$ cat config.mk
export PLATFORM = sky130hd
export DESIGN_NAME = kld_cmdq
export DESIGN_NICKNAME = d
export VERILOG_FILES = /design/src/kld_pkg.sv /design/src/kld_cmdq.sv
export SDC_FILE = /design/constraint.sdc
export NUM_CORES = 1
export LEC_CHECK = 0
export CAP_MARGIN = 15
export CORE_MARGIN = 3
export CORE_UTILIZATION = 25
export DETAILED_ROUTE_END_ITERATION = 10
export DONT_BUFFER_PORTS = 1
export PLACE_DENSITY = 0.41
export SKIP_CTS_REPAIR_TIMING = 1
export SLEW_MARGIN = 20
export SYNTH_ARGS = -nofsm -noshare
export SYNTH_HDL_FRONTEND = slang
export SYNTH_SLANG_ARGS = --single-unit
$ cat constraint.sdc
create_clock -name clk -period 2.25 [get_ports clk]
set_input_delay 0 -clock clk [delete_from_list [all_inputs] [get_ports clk]]
set_output_delay 0 -clock clk [all_outputs]
set_load 0.03 [all_outputs]
$ cat src/kld_pkg.sv
// shared types and constants for the keyed lz77 block decompressor
package kld_pkg;

	localparam int OUT_LANES = 8;
	localparam int HIST_AW = 16;
	localparam int WINDOW_BYTES = 1 << HIST_AW;
	localparam int CMDQ_DEPTH = 4;
	localparam int CMDQ_AW = $clog2(CMDQ_DEPTH);

	localparam logic [31:0] LCG_MUL = 32'd2891336453;
	localparam logic [31:0] LCG_ADD = 32'd3787658861;
	localparam logic [1:0] KEY_ADDR = 2'd0;
	localparam logic [7:0] EXT_MORE = 8'hff;
	localparam logic [3:0] NIB_MAX = 4'hf;
	localparam logic [7:0] MATCH_MIN = 8'd4;

	typedef enum logic [2:0] {
		PH_TOKEN,
		PH_LIT_EXT,
		PH_LITERALS,
		PH_OFF_LO,
		PH_OFF_HI,
		PH_MATCH_EXT
	} phase_t;

	typedef enum logic [1:0] {
		F_IDLE,
		F_MUL,
		F_DEC
	} front_state_t;

	typedef enum logic [1:0] {
		B_IDLE,
		B_RD,
		B_WR,
		B_EMIT
	} back_state_t;

	typedef enum logic [1:0] {
		CMD_NONE,
		CMD_LIT,
		CMD_COPY,
		CMD_ERR
	} cmd_kind_t;

	typedef struct packed {
		cmd_kind_t kind;
		logic [7:0] data;
		logic [HIST_AW-1:0] offs;
		logic blk_end;
	} cmd_t;

endpackage

$ cat src/kld_cmdq.sv
// short command queue between parser and copy engine
module kld_cmdq import kld_pkg::*; (
	input logic clk,
	input logic arst_n,
	input logic wr_en,
	input cmd_t wr_cmd,
	output logic q_full,
	input logic rd_en,
	output logic q_valid,
	output cmd_t rd_cmd
);

	cmd_t mem_q [CMDQ_DEPTH];
	logic [CMDQ_AW-1:0] wp_q, rp_q;
	logic [CMDQ_AW:0] cnt_q;

	assign q_full = (cnt_q == CMDQ_DEPTH[CMDQ_AW:0]);
	assign q_valid = (cnt_q != '0);
	assign rd_cmd = mem_q[rp_q];

	always_ff @(posedge clk or negedge arst_n) begin
		if (!arst_n) begin
			wp_q <= '0;
			rp_q <= '0;
			cnt_q <= '0;
		end else begin
			if (wr_en) wp_q <= wp_q + 1'b1;
			if (rd_en) rp_q <= rp_q + 1'b1;
			if (wr_en && !rd_en) cnt_q <= cnt_q + 1'b1;
			else if (rd_en && !wr_en) cnt_q <= cnt_q - 1'b1;
		end
	end

	always_ff @(posedge clk) begin
		if (wr_en) mem_q[wp_q] <= wr_cmd;
	end

endmodule

---- Word level (Yosys, flattened, before mapping) ----
Memory sizes are Yosys's and may differ from the RTL's.
Cells that the tools add are included.
storage, ports and cells
  bits in registers ....................... 7
  RAM bits ................................ 108
  input bits .............................. 31
  logic and storage cells ................. 19
  memories kept ........................... 1
memories
  memory  depth  width  rd ports  clocked after Yosys merged registers in  write ports  RTL line        text
  mem_q   4      27     1         0                                        1            kld_cmdq.sv:13  cmd_t mem_q [CMDQ_DEPTH];
operators by class
  add/subtract/negate cells ............... 4
  eq/ne operators ......................... 1
  mux-type cells .......................... 4
  reduce and logical (&&, ||, !) cells .... 6
operators with widths
  kind                                                                count
  3-bit two-way mux                                                   2
  2-bit by 1-bit adder with 2-bit output, second input constant       2
  3-bit by 1-bit adder with 3-bit output, second input constant       1
  3-bit equality test, second input constant                          1
  3-bit nonzero test                                                  1
  3-bit by 1-bit subtractor with 3-bit output, second input constant  1
  1-bit logical AND                                                   2
  1-bit logical NOT                                                   2
  1-bit two-way mux                                                   2
  2-bit nonzero test                                                  1

---- Depth between registers and ports, before layout ----
  word-level depth ........................ 4
  gate-level depth with buffers ........... 7
  depth with buffers taken out ............ 7

---- Least setup slack after synthesis ----
OpenSTA, ideal clock, no wires.
  path type ............................... register to register
  from .................................... register wp_q[0]
  to ...................................... memory mem_q[0][0] (netlist bit) (enable)
  setup time .............................. 0.386 ns
  data arrival time ....................... 1.298 ns
  required time ........................... 1.864 ns
  setup slack ............................. 0.566 ns
  cell stages (with the launch flop) ...... 4
  buffers on the path ..................... 0
  clock period less this slack ............ 1.684 ns
  cells stage by stage .................... dfrtp_1 inv_1 ha_1 and2_1
RTL lines
  element                   RTL line        text
  start: declaration        kld_cmdq.sv:14  logic [CMDQ_AW-1:0] wp_q, rp_q;
  start signal: assignment  kld_cmdq.sv:27  if (wr_en) wp_q <= wp_q + 1'b1;
  end: declaration          kld_cmdq.sv:13
No word-level cell before the write port.

==> impl_metrics.json <==
{
  "clock-sinks": 115,
  "vias": 1895,
  "status": "completed",
  "io_buffers": 0,
  "hpwl_um": 5120,
  "place_congestion": 0.629,
  "boundaryPins": 60,
  "drive_gt1_share_pct": 27.7,
  "layout_commonest_cell": "edfxtp_1",
  "cp.required_ns": 2.25,
  "route.detailed.drc": 0,
  "syn_inst": 175,
  "htreeDepth": 4,
  "cts_tree": "built",
  "crit_type": "reg -> out",
  "period_share_pct": 82.5,
  "cts-buffers-inserted": 17,
  "setup_tns_ns": 0,
  "cp-end-kind": "output port",
  "antenna_found_initial": 0,
  "max-vdd-ir-drop_uv": 532,
  "insertion_delay_ns": 0.41,
  "core_area_um2": 16700,
  "crit_family": "flip-flops",
  "worstPathMaxFanout": 28,
  "yosys.area.top_type": "edfxtp_1",
  "seq_area_frac_synth_pct": 79.5,
  "cap_viol_max_count": 0,
  "ys_ff_latch": 115,
  "skew_ns": 0.0101,
  "synth_top_area_share_pct": 75.4,
  "finalSetupViolCount": 0,
  "path_buf_inv": 0,
  "layout_common_cells": "edfxtp_1 (108), dlygate4sd3_1 (31), mux4_2 (26), clkbuf_16 (17), bufinv_16 (7)",
  "hold_violations": 0,
  "grt_pass1_wl_um": 12400,
  "overflow": 0,
  "die_w_um": 137,
  "grt_max_degree": 29,
  "synthesis.nets": 212,
  "die_area_um2": 18800,
  "hp-class": "in -> reg",
  "fin_ws_ns": 0.393,
  "critPathArrivalTime_ns": 1.86,
  "synth.distinct_cells": 20,
  "p_per_area_nw_per_um2": 1470,
  "num_rows": 47,
  "areaGrowthSynthToFinish_pct": 30.8,
  "start_kind": "flip-flop",
  "grt_usage_pct": 9.67,
  "synth_area_leaders": "edfxtp_1 (75%), mux4_2 (14%), dfrtp_1 (4.1%), ha_1 (1.5%), xor2_1 (0.81%)",
  "cts_max_path_buffers": 2,
  "start_util_pct": 25.7,
  "synth_area_um2": 4300,
  "slew_viol_final": 0,
  "cts_root_buf": "clkbuf_16",
  "period_minus_slack_ns": 1.86,
  "crit_chain": "mux4_1",
  "wl_per_cell_um": 18.5,
  "clkTransAtPathRegs_ns": 0.05,
  "timing.slew.headroom_pct": 47.1,
  "rsz0062_at_grt": "no",
  "drt_iter0_markers": 67,
  "whs_ns": 0.0726,
  "syn_avg_cell_area_um2": 24.6,
  "dpl_worst_slack_ns": 0.704,
  "slowest_stage": "dfrtp_2",
  "die_y_um": 137,
  "leakagePower_nw": 1.87,
  "finalNetCount": 263,
  "max_freq_mhz": 539,
  "wl_um": 8450,
  "diodes": 0,
  "ys_warn_count": 0,
  "cpPeakStageDelay_ns": 0.88,
  "grt_pass1_vias": 1925,
  "worstMarginPinSlew_ns": 0.794,
  "antenna_left": 0,
  "firstDrtPassIters": 4,
  "avgViaCountPerCell": 4.14
}
==> metal layers <==
layer | global-route usage, % | vias up | wire length (um)
met3 | 5.99 | 14 | 671
met5 | 0 | - | 0
met1 | 11.1 | 991 | 3740
met4 | 4.82 | 0 | 173
li1 | - | 833 | -
met2 | 14.1 | 57 | 3870
==> synth_stat cells <==
library cell and count:
xnor2_1 2, buf_2 3, o21ai_0 1, fa_1 1, edfxtp_1 108, mux4_2 26
xor2_1 4, mux4_1 1, and2_1 4, nor2_1 1, inv_1 4, ha_1 5
nor3b_1 1, buf_4 1, buf_6 1, dfrtp_1 7, nand2_1 2, mux2_2 1
or3_1 1, buf_12 1
==> worst paths after layout <==
kind	startpoint	endpoint	slack (ns)	cells after the start
worst max-delay path	rp_q[1]	rd_cmd[20]	0.39	1
worst min-delay path	wr_en	mem_q[0][24]	0.07	1
worst max register to register	wp_q[0]	mem_q[0][12]	0.74	4
worst min register to register	cnt_q[2]	cnt_q[2]	0.48	1
max in group asynchronous	arst_n	rp_q[0]	1.53	2
min in group asynchronous	arst_n	cnt_q[2]	0.45	2
==> layout make-up <==
type                    instances  area, um2
well taps                     220        275
flip-flops and latches        115       3420
clock buffers                  19        433
clock inverters                12        235
fillers                      1594      11100
inverters                       4       15.0
repair buffers                 38        425
multi-input cells              50        818
==> power by group <==
group / switching (mW) / internal (mW) / total [mW]
logic: 1.38 / 0.790 / 2.17
registers: 0.266 / 2.82 / 3.08
clock network: 0.866 / 2.17 / 3.03
total: 2.51 / 5.77 / 8.28
==> logic make-up after synthesis <==
logic type	Yosys count	share of synthesized area [%]
simple gates	9	1.16
fa+ha+maj	6	1.92
flops	115	79.5
buf+inv	10	1.60
mux	28	14.5
compound gates	1	0.116
xor+xnor	6	1.22
==> worst reg2reg max path, cell delays in order, from the launching register on <==
cell     delay, ns
dfrtp_1       0.41
inv_1         0.10
ha_1          0.13
and2_2        0.34
buf_12        0.22
==> metrics by stage <==
step / cell area, um2 / utilization, % / total power [mW] / instances
final: 5620 / 33.7 / 8.28 / 458
after global placement: 4640 / 27.8 / 5.29 / 396
after global routing: 5620 / 33.7 / 8.67 / 458
after floorplan: 4300 / - / 4.79 / 175
after detailed placement: 4640 / 27.8 / 5.31 / 396
after CTS: 5310 / 31.8 / 8.39 / 427
==> flip-flops by register name, indices dropped and copies added (netlist names) <==
| register | cells |
|---|---|
| cnt_q | 3 |
| mem_q | 108 |
| rp_q | 2 |
| wp_q | 2 |
Note: power is estimated with default switching activity, not from simulation.
