$ cat src/kld_pkg.sv
// shared types and constants for the keyed lz77 block decompressor
package kld_pkg;

	localparam int OUT_LANES = 8;
	localparam int HIST_AW = 16;
	localparam int WINDOW_BYTES = 1 << HIST_AW;
	localparam int CMDQ_DEPTH = 4;
	localparam int CMDQ_AW = $clog2(CMDQ_DEPTH);

	localparam logic [31:0] LCG_MUL = 32'd2891336453;
	localparam logic [31:0] LCG_ADD = 32'd3787658861;
	localparam logic [1:0] KEY_ADDR = 2'd0;
	localparam logic [7:0] EXT_MORE = 8'hff;
	localparam logic [3:0] NIB_MAX = 4'hf;
	localparam logic [7:0] MATCH_MIN = 8'd4;

	typedef enum logic [2:0] {
		PH_TOKEN,
		PH_LIT_EXT,
		PH_LITERALS,
		PH_OFF_LO,
		PH_OFF_HI,
		PH_MATCH_EXT
	} phase_t;

	typedef enum logic [1:0] {
		F_IDLE,
		F_MUL,
		F_DEC
	} front_state_t;

	typedef enum logic [1:0] {
		B_IDLE,
		B_RD,
		B_WR,
		B_EMIT
	} back_state_t;

	typedef enum logic [1:0] {
		CMD_NONE,
		CMD_LIT,
		CMD_COPY,
		CMD_ERR
	} cmd_kind_t;

	typedef struct packed {
		cmd_kind_t kind;
		logic [7:0] data;
		logic [HIST_AW-1:0] offs;
		logic blk_end;
	} cmd_t;

endpackage

$ cat src/kld_front.sv
// front end: keystream descramble and sequence parser, one command per item
module kld_front import kld_pkg::*; (
	input logic clk,
	input logic arst_n,
	input logic push,
	output logic full,
	input logic [7:0] in_byte,
	input logic block_end,
	input logic [31:0] key,
	input logic q_full,
	output logic q_push,
	output cmd_t q_cmd
);

	front_state_t state_q, state_nx;
	logic [7:0] byte_q;
	logic end_q;
	logic [31:0] ks_q, ksn_q;
	logic fresh_q, err_q;
	phase_t phase_q, phase_nx;
	logic [31:0] lit_q, lit_nx;
	logic [3:0] nib_q, nib_nx;
	logic [7:0] dlo_q, dlo_nx;
	logic [7:0] dhi_q, dhi_nx;
	logic [HIST_AW:0] prod_q, prod_nx;
	logic err_nx;
	logic [7:0] by;
	logic [HIST_AW-1:0] dist_full;
	logic [32:0] lit_sum;
	logic [7:0] copy_n;
	logic [HIST_AW+1:0] prod_sum;
	logic bad;
	logic take;

	assign take = push && !full;
	assign by = byte_q ^ ksn_q[31:24];
	assign dist_full = {by, dlo_q};
	assign lit_sum = {1'b0, lit_q} + {25'd0, by};
	assign prod_sum = {1'b0, prod_q} + {{(HIST_AW - 6){1'b0}}, copy_n};

	always_comb begin
		state_nx = state_q;
		unique case (state_q)
			F_IDLE: if (push) state_nx = F_MUL;
			F_MUL: state_nx = F_DEC;
			F_DEC: if (!q_full) state_nx = F_IDLE;
			default: state_nx = F_IDLE;
		endcase
	end

	always_comb begin
		full = (state_q != F_IDLE);
		q_push = (state_q == F_DEC) && !q_full;
	end

	always_comb begin
		phase_nx = phase_q;
		lit_nx = lit_q;
		nib_nx = nib_q;
		dlo_nx = dlo_q;
		dhi_nx = dhi_q;
		err_nx = err_q;
		copy_n = 8'd0;
		bad = 1'b0;
		q_cmd.kind = CMD_NONE;
		q_cmd.data = by;
		q_cmd.offs = dist_full;
		q_cmd.blk_end = end_q;
		if (err_q) begin
			q_cmd.kind = end_q ? CMD_ERR : CMD_NONE;
		end else begin
			unique case (phase_q)
				PH_TOKEN: begin
					nib_nx = by[3:0];
					lit_nx = {28'd0, by[7:4]};
					if (by[7:4] == NIB_MAX) phase_nx = PH_LIT_EXT;
					else if (by[7:4] != 4'd0) phase_nx = PH_LITERALS;
					else phase_nx = PH_OFF_LO;
				end
				PH_LIT_EXT: begin
					lit_nx = lit_sum[32] ? '1 : lit_sum[31:0];
					if (by != EXT_MORE) phase_nx = (lit_nx != 32'd0) ? PH_LITERALS : PH_OFF_LO;
				end
				PH_LITERALS: begin
					q_cmd.kind = CMD_LIT;
					copy_n = 8'd1;
					if (lit_q != 32'd0) lit_nx = lit_q - 32'd1;
					if (lit_nx == 32'd0) phase_nx = PH_OFF_LO;
				end
				PH_OFF_LO: begin
					dlo_nx = by;
					phase_nx = PH_OFF_HI;
				end
				PH_OFF_HI: begin
					if (dist_full == '0 || {1'b0, dist_full} > prod_q) begin
						bad = 1'b1;
						q_cmd.kind = CMD_ERR;
					end else begin
						q_cmd.kind = CMD_COPY;
						dhi_nx = by;
						copy_n = {4'd0, nib_q} + MATCH_MIN;
						q_cmd.data = copy_n;
						phase_nx = (nib_q == NIB_MAX) ? PH_MATCH_EXT : PH_TOKEN;
					end
				end
				PH_MATCH_EXT: begin
					q_cmd.kind = CMD_COPY;
					q_cmd.offs = {dhi_q, dlo_q};
					copy_n = by;
					if (by != EXT_MORE) phase_nx = PH_TOKEN;
				end
				default: phase_nx = PH_TOKEN;
			endcase
			if (bad && !end_q) err_nx = 1'b1;
		end
		prod_nx = (prod_sum > WINDOW_BYTES[HIST_AW+1:0]) ? WINDOW_BYTES[HIST_AW:0]
			: prod_sum[HIST_AW:0];
		if (end_q) begin
			phase_nx = PH_TOKEN;
			lit_nx = 32'd0;
			nib_nx = 4'd0;
			dlo_nx = 8'd0;
			dhi_nx = 8'd0;
			prod_nx = '0;
			err_nx = 1'b0;
		end
	end

	always_ff @(posedge clk or negedge arst_n) begin
		if (!arst_n) begin
			state_q <= F_IDLE;
			ks_q <= 32'd0;
			fresh_q <= 1'b1;
			err_q <= 1'b0;
			phase_q <= PH_TOKEN;
			lit_q <= 32'd0;
			nib_q <= 4'd0;
			dlo_q <= 8'd0;
			dhi_q <= 8'd0;
			prod_q <= '0;
		end else begin
			state_q <= state_nx;
			if (q_push) begin
				phase_q <= phase_nx;
				lit_q <= lit_nx;
				nib_q <= nib_nx;
				dlo_q <= dlo_nx;
				dhi_q <= dhi_nx;
				prod_q <= prod_nx;
				err_q <= err_nx;
				if (!err_q) ks_q <= ksn_q;
				if (end_q) fresh_q <= 1'b1;
				else if (!err_q) fresh_q <= 1'b0;
			end
		end
	end

	always_ff @(posedge clk) begin
		if (take) begin
			byte_q <= in_byte;
			end_q <= block_end;
		end
		if (state_q == F_MUL) ksn_q <= (fresh_q ? key : ks_q) * LCG_MUL + LCG_ADD;
	end

endmodule

$ cat config.mk
export PLATFORM = sky130hd
export DESIGN_NAME = kld_front
export DESIGN_NICKNAME = d
export VERILOG_FILES = /design/src/kld_pkg.sv /design/src/kld_front.sv
export SDC_FILE = /design/constraint.sdc
export NUM_CORES = 1
export LEC_CHECK = 0
export ABC_AREA = 1
export BUFFER_PORTS_ARGS = -buffer_cell sky130_fd_sc_hd__buf_2
export CAP_MARGIN = 10
export CELL_PAD_IN_SITES_DETAIL_PLACEMENT = 1
export CELL_PAD_IN_SITES_GLOBAL_PLACEMENT = 1
export CORE_ASPECT_RATIO = 1.4
export CORE_MARGIN = 2
export CORE_UTILIZATION = 45
export DETAILED_ROUTE_END_ITERATION = 10
export PLACE_DENSITY_LB_ADDON = 0.05
export REMOVE_ABC_BUFFERS = 1
export SLEW_MARGIN = 25
export SYNTH_ARGS = -nofsm -noshare
export SYNTH_HDL_FRONTEND = slang
export SYNTH_SLANG_ARGS = --single-unit
$ cat constraint.sdc
create_clock -name clk -period 17.8 [get_ports clk]
set_input_delay 3.56 -clock clk [delete_from_list [all_inputs] [get_ports clk]]
set_output_delay 3.56 -clock clk [all_outputs]
set_load 0.01 [all_outputs]
## Word-level counts from Yosys, hierarchy flattened

Index checks and enable logic that the tools add are counted.
Widths: inputs -> output; s select.

| word-level totals | value |
|---|---|
| flip-flop bits (word level) | 149 |
| input bits | 45 |
| output and inout bits | 29 |
| logic and storage cells | 121 |

| cells by class | value |
|---|---|
| add/subtract/negate cells | 5 |
| $mul | 1 |
| $lt $le $gt $ge | 2 |
| equality and inequality tests | 18 |
| muxes and demuxes | 53 |
| bitwise logic cells | 2 |
| reduce and logical (&&, ||, !) cells | 27 |

Operator list:

| cell | number |
|---|---|
| $mux 32 | 7 |
| $pmux 32 s3 | 1 |
| $mux 8 | 10 |
| $reduce_bool 32->1 | 2 |
| $mux 17 | 2 |
| $add 32x8->33 | 1 |
| $add 32x32->32 const B | 1 |
| $logic_not 32->1 | 1 |
| $mul 32x32->32 const B | 1 |
| $sub 32x1->32 const B | 1 |
| $mux 24 | 1 |
| $pmux 8 s3 | 1 |
| $mux 3 | 7 |
| $add 17x8->18 | 1 |
| $gt 18x17->1 const B | 1 |
| $pmux 3 s6 | 1 |
| $gt 16x17->1 | 1 |
| $logic_not 16->1 | 1 |
| $mux 16 | 1 |
| $mux 4 | 3 |
| $ne 3x3->1 const B | 4 |
| $pmux 2 s3 | 2 |
| $mux 1 | 11 |
| $mux 2 | 5 |
| 23 further kinds | 41 |

## Logic depth before layout (Yosys ltp)

| depth | value |
|---|---|
| depth in word-level cells | 10 |
| gate-level depth with buffers | 31 |
| depth with buffers taken out | 29 |

## Least setup slack after synthesis

No wires, ideal clock.

| timing path | value |
|---|---|
| kind | input to register |
| start | input port key[18] |
| end | register ksn_q[30], data pin |
| setup time | 252 ps |
| arrival time | 9121 ps |
| path slack | 8427 ps |
| cell stages on the path | 22 |
| path buffers | 0 |
| cell sequence | or2_2 > o21ai_0 > inv_1 > ha_1 > ha_1 > fa_1 > inv_1 > fa_1 > inv_1 > fa_1 > inv_1 > fa_1 > fa_1 > inv_1 > fa_1 > ha_1 > inv_1 > nor3_1 > a2111oi_0 > nand2_1 > nand2_1 > nand2_1 |

| on the way | value |
|---|---|
| cells in the longest elaborated chain, start to end | 3 |

Ends and longest elaborated chain:

| element | RTL line | text |
|---|---|---|
| from (decl) | kld_front.sv:9 | `input logic [31:0] key,` |
| $mux 32 | kld_front.sv:163 | `if (state_q == F_MUL) ksn_q <= (fresh_q ? key : ks_q) * LCG_MUL + LCG_ADD;` |
| $mul 32x32->32 | kld_front.sv:163 |  |
| $add 32x32->32 | kld_front.sv:163 |  |
| to (signal assigned) | kld_front.sv:163 |  |
| to (decl) | kld_front.sv:18 | `logic [31:0] ks_q, ksn_q;` |

Every way passes these cells.
A chain may end at the register's enable or synchronous reset.

## Worst setup path after layout

| timing path | value |
|---|---|
| start | input port key[10] |
| end | register ksn_q[30], data pin |

The elaborated chain is that of the path after synthesis.

==> flow_metrics.tcl <==
set metrics [dict create \
    max_freq_ghz 0.100 \
    antenna_cells 0 \
    cp_num_cells 25 \
    async_reset_ff_share_pct 72.5 \
    rsz0062_at_grt "false" \
    synth.avg_cell_area_um2 7.79 \
    numPortBuffers 73 \
    tightest_slew_ns 0.863 \
    critPathCaptureType "flip-flop" \
    synth-compound-area-share_pct 7.37 \
    finalMaxSlewViolations 0 \
    ys_warn_count 0 \
    ios 74 \
    crit_end "ksn_q[30]" \
    ys_ff_latch 149 \
    synth-xor-area-share_pct 4.68 \
    cts_buffer_depth 2 \
    cts_tree "built" \
    worstPathRequired_ns 18.01 \
    cts-root-buf "clkbuf_16" \
    grt_usage_pct 31.5 \
    synth_top_family_by_area "adder cells" \
    cpMostUsedCell "inv_1" \
    netlist_area_um2 18300 \
    reg2reg_from "fresh_q" \
    dieArea_um2 42400 \
    antenna_found_initial 0 \
    reg2reg_depth 27 \
    gp_congestion 0.976 \
    path_class "input pin to flip-flop" \
    syn_inst 2352 \
    h-tree-depth 4 \
    insertion_delay_ns 0.46 \
    die_h_um 243 \
    crit_buf_inv 8 \
    cts_sinks 149 \
    post-route-period-util_pct 56.0 \
    drt_first_pass_iters 5 \
    vias 16100 \
    drt-initial-drc-count 653 \
    hold_viol_final 0 \
    grt_pass1_vias 18200 \
    start_kind "input pin" \
    ctsHoldBuffers 0 \
    crit_fanout 8 \
    nets 2857 \
    cap_violations 0 \
    dp_hpwl_um 53800 \
    slew_headroom_pct 42.3 \
    cts_setup_buffers 0 \
    final_area_um2 19800 \
    synthMuxAreaShare_pct 0.116 \
    yosys.area_share.simple_pct 23.3 \
    path_delay_family "adder cells" \
    rows 87 \
    status "finished clean" \
    rr_endpoint "ksn_q[30]" \
    via_per_inst 5.45 \
    ys_top_cells_by_count "569 x nand2_1, 397 x inv_1, 254 x ha_1" \
    wl_per_cell_um 21.9 \
    place_area_um2 19200 \
    tns_ns 0 \
    grt_overflow 0 \
    arrival_ns 10.18 \
    synth.distinct_cells 56 \
    max_stage_delay_ns 0.65 \
    ant_nets 0 \
    n_fill_cell 5068 \
    wl_um 64900 \
    hold_path_class "flip-flop to flip-flop" \
    synthTopCellsByArea "ha_1 17%, fa_1 16%, dfrtp_1 15%" \
    r2r_slack_ns 9.69 \
    slowest_stage "fa_1" \
    start_util_pct 45.5 \
    grt_max_degree 71 \
    hold_slack_ns 0.451 \
    synthFlopType "dfrtp_1" \
    final-setup-viol-count 0 \
    cts.clk_slew.worst_paths_ns 0.07 \
    syn_to_final_growth_pct 8.28 \
    post_cts_resized 0 \
    drcViolationCount 0 \
    grt_pass1_wl_um 101000 \
    setup.worst_path.start "key[10]" \
    synthAdderAreaFrac_pct 33.3 \
    die_w_um 175 \
    core_area_um2 40300 \
    min_period_ns 9.96 \
    netlist.area_leader.share_pct 17.3 \
    yosysTopAreaCell "ha_1" \
    drive_gt1_share_pct 7.38 \
    yosysMostFrequentCell "nand2_1" \
    worst_clock_skew_ns 0.0104 \
    numCtsBuffers 17 \
    synth_enable_flop_cells 41 \
    ys_seq_area_share_pct 21.5 \
]
[cells by family after synthesis]
group,Yosys count
adder cells (fa/ha/maj),400
XOR/XNOR,98
AO/OA/AOI/OAI,245
multiplexers,2
buffers and inverters,455
AND/OR/NAND/NOR,1003
flip-flops,149
[per-layer routing]
metal	GRT usage, %	up-vias	routed length (um)
met4	19.9	0	4570
met1	32.1	8018	23500
met3	2.87	178	1520
met2	61.0	313	35300
li1	-	7605	-
met5	0	-	0
[final cells by class]
cell class	count	area, um2	area share (%)
Tap cell	534	668	3.37
Clock inverter	15	158	0.794
Sequential cell	149	3940	19.8
Clock buffer	17	425	2.14
Multi-Input combinational cell	1748	12600	63.6
Inverter	405	1520	7.66
Timing Repair Buffer	91	527	2.65
[flip-flops by register name, indices dropped and copies added (netlist names), 2 cells and up]
register  cells
dhi_q         8
state_q       2
ksn_q        32
dlo_q         8
ks_q         32
prod_q       17
byte_q        8
phase_q       3
nib_q         4
lit_q        32
[worst min path at each step]
stage	cells past startpoint	from	to
2_1_floorplan	2	ksn_q[0]	ks_q[0]
3_3_place_gp	2	ksn_q[7]	ks_q[7]
3_5_place_dp	2	ksn_q[2]	ks_q[2]
4_1_cts	2	ksn_q[10]	ks_q[10]
5_1_grt	2	ksn_q[10]	ks_q[10]
6_report	2	ksn_q[2]	ks_q[2]
[cells in the final DEF, fill, tap and decap left out, types with 17 or more instances in the layout]
cell / n
nand4_1: 31
dfrtp_1: 107
xor2_1: 62
o21ai_1: 19
buf_2: 72
inv_1: 396
nor3_1: 17
ha_1: 254
xnor2_1: 36
clkbuf_16: 17
a21oi_1: 57
fa_1: 146
nand2_1: 569
edfxtp_1: 41
buf_4: 17
o21ai_0: 117
nand3_1: 137
nor2_1: 186
[through the flow]
stage                     worst slack, ns  std cells  utilization, %
after floorplan                      8.43       2302               -
after global placement               7.38       2926            47.8
after detailed placement             7.35       2926            47.8
after CTS                            7.83       2958            49.2
after global routing                 7.52       2959            49.3
final                                7.84       2959            49.3
[worst min-delay path, delay by kind of cell (launching register included)]
kind | cells | cell delay [ns]
and+or+nand+nor | 2 | 0.10
DFF | 1 | 0.32
Power is left out: the tool's default activity adds up to more than one toggle a clock period on the data nets, which glitch-free logic cannot reach.
